<file path="src/rtl/ksa_pkg.sv">
`default_nettype none

package ksa_pkg;

   // Pool geometry.
   localparam int OWNER_COUNT     = 65536;
   localparam int SLOTS_PER_SHEET = 256;
   localparam int SHEET_COUNT     = 4;
   localparam int SHEET_WIDTH     = 192;
   localparam int TILE_WIDTH      = 12;
   localparam int TILE_HEIGHT     = 8;

   localparam int POOL_SLOTS    = SLOTS_PER_SHEET * SHEET_COUNT;
   localparam int TILES_PER_ROW = SHEET_WIDTH / TILE_WIDTH;

   // Field widths of the request and response words.
   localparam int REQ_W    = 2;
   localparam int OWNER_W  = 16;
   localparam int STATUS_W = 3;
   localparam int SLOT_W   = 10;
   localparam int SHEET_W  = 2;
   localparam int POS_W    = 8;
   localparam int PX_W     = 8;
   localparam int PY_W     = 7;

   // Storage widths.
   localparam int MAP_AW   = $clog2(OWNER_COUNT);
   localparam int MAP_W    = SLOT_W + 1;
   localparam int STACK_AW = $clog2(POOL_SLOTS);
   localparam int DEPTH_W  = STACK_AW + 1;

   // Request codes.
   localparam logic [REQ_W-1:0] REQ_ASSIGN = 2'd0;
   localparam logic [REQ_W-1:0] REQ_FREE   = 2'd1;
   localparam logic [REQ_W-1:0] REQ_CLEAR  = 2'd2;

   // Response status codes.
   localparam logic [STATUS_W-1:0] ST_EXISTING   = 3'd0;
   localparam logic [STATUS_W-1:0] ST_REUSED     = 3'd1;
   localparam logic [STATUS_W-1:0] ST_NEW        = 3'd2;
   localparam logic [STATUS_W-1:0] ST_FREED      = 3'd3;
   localparam logic [STATUS_W-1:0] ST_NOT_MAPPED = 3'd4;
   localparam logic [STATUS_W-1:0] ST_FULL       = 3'd5;
   localparam logic [STATUS_W-1:0] ST_CLEARED    = 3'd6;

   // Commands from the controller to the datapath.
   typedef struct packed {
      logic lookup;
      logic commit;
      logic sweep_start;
      logic sweep_step;
   } ksa_cmd_type;

   // Status from the datapath to the controller.
   typedef struct packed {
      logic out_free;
      logic sweep_last;
   } ksa_stat_type;

endpackage

`default_nettype wire

</file>
<file path="src/rtl/ksa_ctrl.sv">
`default_nettype none

module ksa_ctrl (
   input  wire logic                      clock,
   input  wire logic                      reset,
   input  wire logic                      req_valid,
   input  wire logic [ksa_pkg::REQ_W-1:0] req_type,
   output logic                           req_ready,
   input  wire ksa_pkg::ksa_stat_type     stat,
   output ksa_pkg::ksa_cmd_type           cmd
);
   import ksa_pkg::*;

   typedef enum logic [2:0] {
      S_IDLE   = 3'b001,
      S_DECIDE = 3'b010,
      S_SWEEP  = 3'b100
   } ksa_state_type;

   ksa_state_type state_ff, state_in;
   logic          clear_rsp_ff, clear_rsp_in;

   always_comb begin
      state_in     = state_ff;
      clear_rsp_in = clear_rsp_ff;
      req_ready    = 1'b0;
      cmd          = '0;
      case (state_ff)
         S_IDLE: begin
            req_ready = 1'b1;
            if (req_valid) begin
               cmd.lookup = 1'b1;
               case (req_type)
                  REQ_ASSIGN, REQ_FREE: state_in = S_DECIDE;
                  REQ_CLEAR: begin
                     cmd.sweep_start = 1'b1;
                     clear_rsp_in    = 1'b1;
                     state_in        = S_SWEEP;
                  end
                  default: state_in = S_IDLE;
               endcase
            end
         end
         S_SWEEP: begin
            cmd.sweep_step = 1'b1;
            if (stat.sweep_last) begin
               state_in = clear_rsp_ff ? S_DECIDE : S_IDLE;
            end
         end
         S_DECIDE: begin
            if (stat.out_free) begin
               cmd.commit   = 1'b1;
               clear_rsp_in = 1'b0;
               state_in     = S_IDLE;
            end
         end
         default: state_in = S_IDLE;
      endcase
   end

   // Reset starts the map sweep, which emits no word.
   always_ff @(posedge clock) begin
      if (reset) begin
         state_ff     <= S_SWEEP;
         clear_rsp_ff <= 1'b0;
      end else begin
         state_ff     <= state_in;
         clear_rsp_ff <= clear_rsp_in;
      end
   end

endmodule

`default_nettype wire
</file>
<file path="config.mk">
export PLATFORM = sky130hd
export DESIGN_NAME = ksa_ctrl
export DESIGN_NICKNAME = d
export VERILOG_FILES = /design/src/rtl/ksa_pkg.sv /design/src/rtl/ksa_ctrl.sv
export SDC_FILE = /design/constraint.sdc
export NUM_CORES = 1
export LEC_CHECK = 0
export BUFFER_PORTS_ARGS = -buffer_cell sky130_fd_sc_hd__buf_2
export CORE_AREA = 2 2 39 41
export CTS_BUF_LIST = sky130_fd_sc_hd__clkbuf_4 sky130_fd_sc_hd__clkbuf_8 sky130_fd_sc_hd__clkbuf_16
export CTS_CLUSTER_SIZE = 24
export DETAILED_ROUTE_END_ITERATION = 16
export DIE_AREA = 0 0 41 43
export SYNTH_ARGS = -nofsm -noshare
export SYNTH_HDL_FRONTEND = slang
export SYNTH_SLANG_ARGS = --single-unit
</file>
<file path="constraint.sdc">
create_clock -name clock -period 1.2 [get_ports clock]
set_input_delay 0.18 -clock clock [delete_from_list [all_inputs] [get_ports clock]]
set_output_delay 0.18 -clock clock [all_outputs]
set_load 0.01 [all_outputs]
</file>
==> qor.yml <==
synth_top_area_share_pct: 31.07
drt_wl_total_microns: 693
async_flop_share_pct: 0
synth_top_area_cell: "dfxtp_1"
antenna_found_initial: 0
finalCritPeriodShare_pct: 109.6
cp-endpoint: "cmd[1]"
place_congestion: 0.7411
clk_path_buf_depth: 2
synth_cell_type_count: 20
crit_path_max_fanout: 4
cts_tree: "done"
worst_slew_pin_slew_ps: 219.0
finClkSkew_ps: 4.580
worstSetupEndpointType: "output port"
drtIter0Drc: 3
detail_route.vias_per_cell: 4.642
htreeDepth: 1
max_slew_margin_pct: 85.21
synth_edf_count: 0
die_h_microns: 43
violations: "setup timing"
status: "complete, but fails checks"
final_area_sq_um: 452.9
synth.area.top_cells: "dfxtp_1, and4bb_2, and3b_4"
hp-class: "input port to register"
r2r-start: "state_ff[0]$_SDFFE_PP0P_"
synth_area_sq_um: 257.7
dpl_cell_area_sq_um: 364.1
setup_ws_ps: -115.6
drt_pre_antenna_iters: 2
fmax_ghz: 0.7601
finalNonFillerCells: 67
hold_depth: 2
final_hold_viol_count: 0
cts_root_buf: "clkbuf_4"
vias: 311
leakage_nw: 0.2138
drive_gt1_share_pct: 64.71
ant_nets: 0
chipWidth_microns: 41
grtUsageTotal_pct: 9.328
maxCapViolCount: 0
pre_cts_slack_ps: 3.744
holdWs_ps: 139.0
syn_inst: 29
grt_overflow: 0
pin_count: 12
synth_seq_area_share_pct: 31.07
startpoint_type: "register"
peakVddDrop_v: 0.0002713
ys_ff_latch: 4
grt_pass1_wl_microns: 1035
placed_cells_incl_taps: 60
cts_buffers: 3
worst-setup-path-type: "register to output port"
wl_per_cell_microns: 10.34
avgSynthCellArea_sq_um: 8.888
clock_insertion_delay_worst_skew_ps: 240
r2r_cells: 3
syn2layout_area_growth_pct: 75.73
grt_pass1_vias: 267
cts_sinks: 4
yosysWarnings: 0
drt_drc_violations_left: 0
worst-r2r-setup-slack_ps: -20
clk_pin_slew_ps: 40
r2r-end: "state_ff[2]$_SDFFE_PP1P_"
die_area_sq_um: 1763
syn-num-nets: 36
rsz0062_at_grt: "true"
crit_required_ps: 1020
worstSetupStartpoint: "state_ff[2]$_SDFFE_PP1P_"
portBuffers: 11
fillers: 153
hold_buffers: 0
setup_viol: 5
final_nets: 60
initial_core_util_pct: 18.63
grt_max_degree: 8
powerDensity_nw_per_um2: 944.7
ys_dominant_reg_cell: "dfxtp_1"
worstPathArrival_ps: 1140
slew_viol_final: 0
core_sq_um: 1384
rows: 14
diodes: 0
fin_crit_ps: 1316
## cells in the mapped netlist, types with 2 or more instances
library cell and count:
a21oi_1 2, inv_1 3, nor2_1 3, dfxtp_1 4
and4bb_2 2
## state kept, by name, summed over array words and instances (netlist names)
signal        cells
state_ff          3
clear_rsp_ff      1
## per-stage QoR
stage	TNS, ps	utilization (%)	power, mW
5_1_grt	-647.5	32.73	0.4523
3_5_place_dp	0	26.31	0.2340
2_1_floorplan	-66.36	-	0.1908
3_3_place_gp	0	26.31	0.2335
6_report	-415.9	32.73	0.4279
4_1_cts	-384.7	30.38	0.4229
## logic make-up (layout without fill, tap and decap cells)
family          count (synthesis)  in the layout  share of synthesized area (%)
simple gates                   15             15                          44.66
compound gates                  7              7                          19.90
flops                           4              4                          31.07
buf+inv                         3             25                          4.369
## what timing repair did
action | 4_1_cts | 5_1_grt
setup endpoints to repair | 5 | 6
setup buffers | 2 | 2
gates resized for setup | 6 | 5
pin swaps | 4 | 4
endpoints found under the hold margin | 0 | 0
## where the power goes
group | switching, mW | leakage, nW | internal (mW)
clock | 0.0617 | 0.0138 | 0.112
combinational | 0.0405 | 0.166 | 0.0633
sequential | 0.00795 | 0.0339 | 0.142
total | 0.110 | 0.214 | 0.318
## how the worst min path moves through the flow
stage / startpoint / end / slack [ps]
2_1_floorplan: reset / state_ff[1]$_SDFFE_PP0P_ / 240
3_3_place_gp: reset / state_ff[1]$_SDFFE_PP0P_ / 390
3_5_place_dp: reset / state_ff[1]$_SDFFE_PP0P_ / 390
4_1_cts: reset / state_ff[1]$_SDFFE_PP0P_ / 140
5_1_grt: reset / state_ff[1]$_SDFFE_PP0P_ / 170
6_report: reset / state_ff[1]$_SDFFE_PP0P_ / 140
## layer usage
| layer | up-vias | global-route usage (%) | routed length [microns] |
|---|---|---|---|
| met5 | - | 0 | 0 |
| li1 | 159 | - | - |
| met4 | 0 | 6.000 | 17 |
| met1 | 138 | 11.86 | 317 |
| met2 | 12 | 11.88 | 300 |
| met3 | 2 | 4.712 | 58 |
## critical path, cell delays in order (launching register included)
cell and delay [ps]:
dfxtp_2 320, and4bb_1 260, and3b_4 210, buf_6 100
## cell type report
cell class              instances  area (sq um)  share of cell area [%]
multi-input cells              22         171.4                   37.85
repair buffers                 19         141.4                   31.22
flip-flops and latches          4         86.33                   19.06
clock buffers                   3         22.52                   4.972
well taps                      16         20.02                   4.420
inverters                       3         11.26                   2.486
## layout by cell type (no fill, tap or decap), drive strengths merged
| master | netlist | final |
|---|---|---|
| a21oi | 2 | 2 |
| a41oi | 1 | 1 |
| and3 | 1 | 1 |
| and3b | 2 | 2 |
| and4bb | 3 | 3 |
| buf | 0 | 19 |
| clkbuf | 0 | 3 |
| dfxtp | 4 | 4 |
| inv | 3 | 3 |
| nand2 | 1 | 1 |
| nand3b | 1 | 1 |
| nor2 | 3 | 3 |
| nor3 | 1 | 1 |
| nor3b | 1 | 1 |
| o21a | 1 | 1 |
| o21ai | 1 | 1 |
| o221a | 1 | 1 |
| o221ai | 1 | 1 |
| or2b | 1 | 1 |
| or3 | 1 | 1 |
Note: power is estimated with default switching activity, not from simulation.
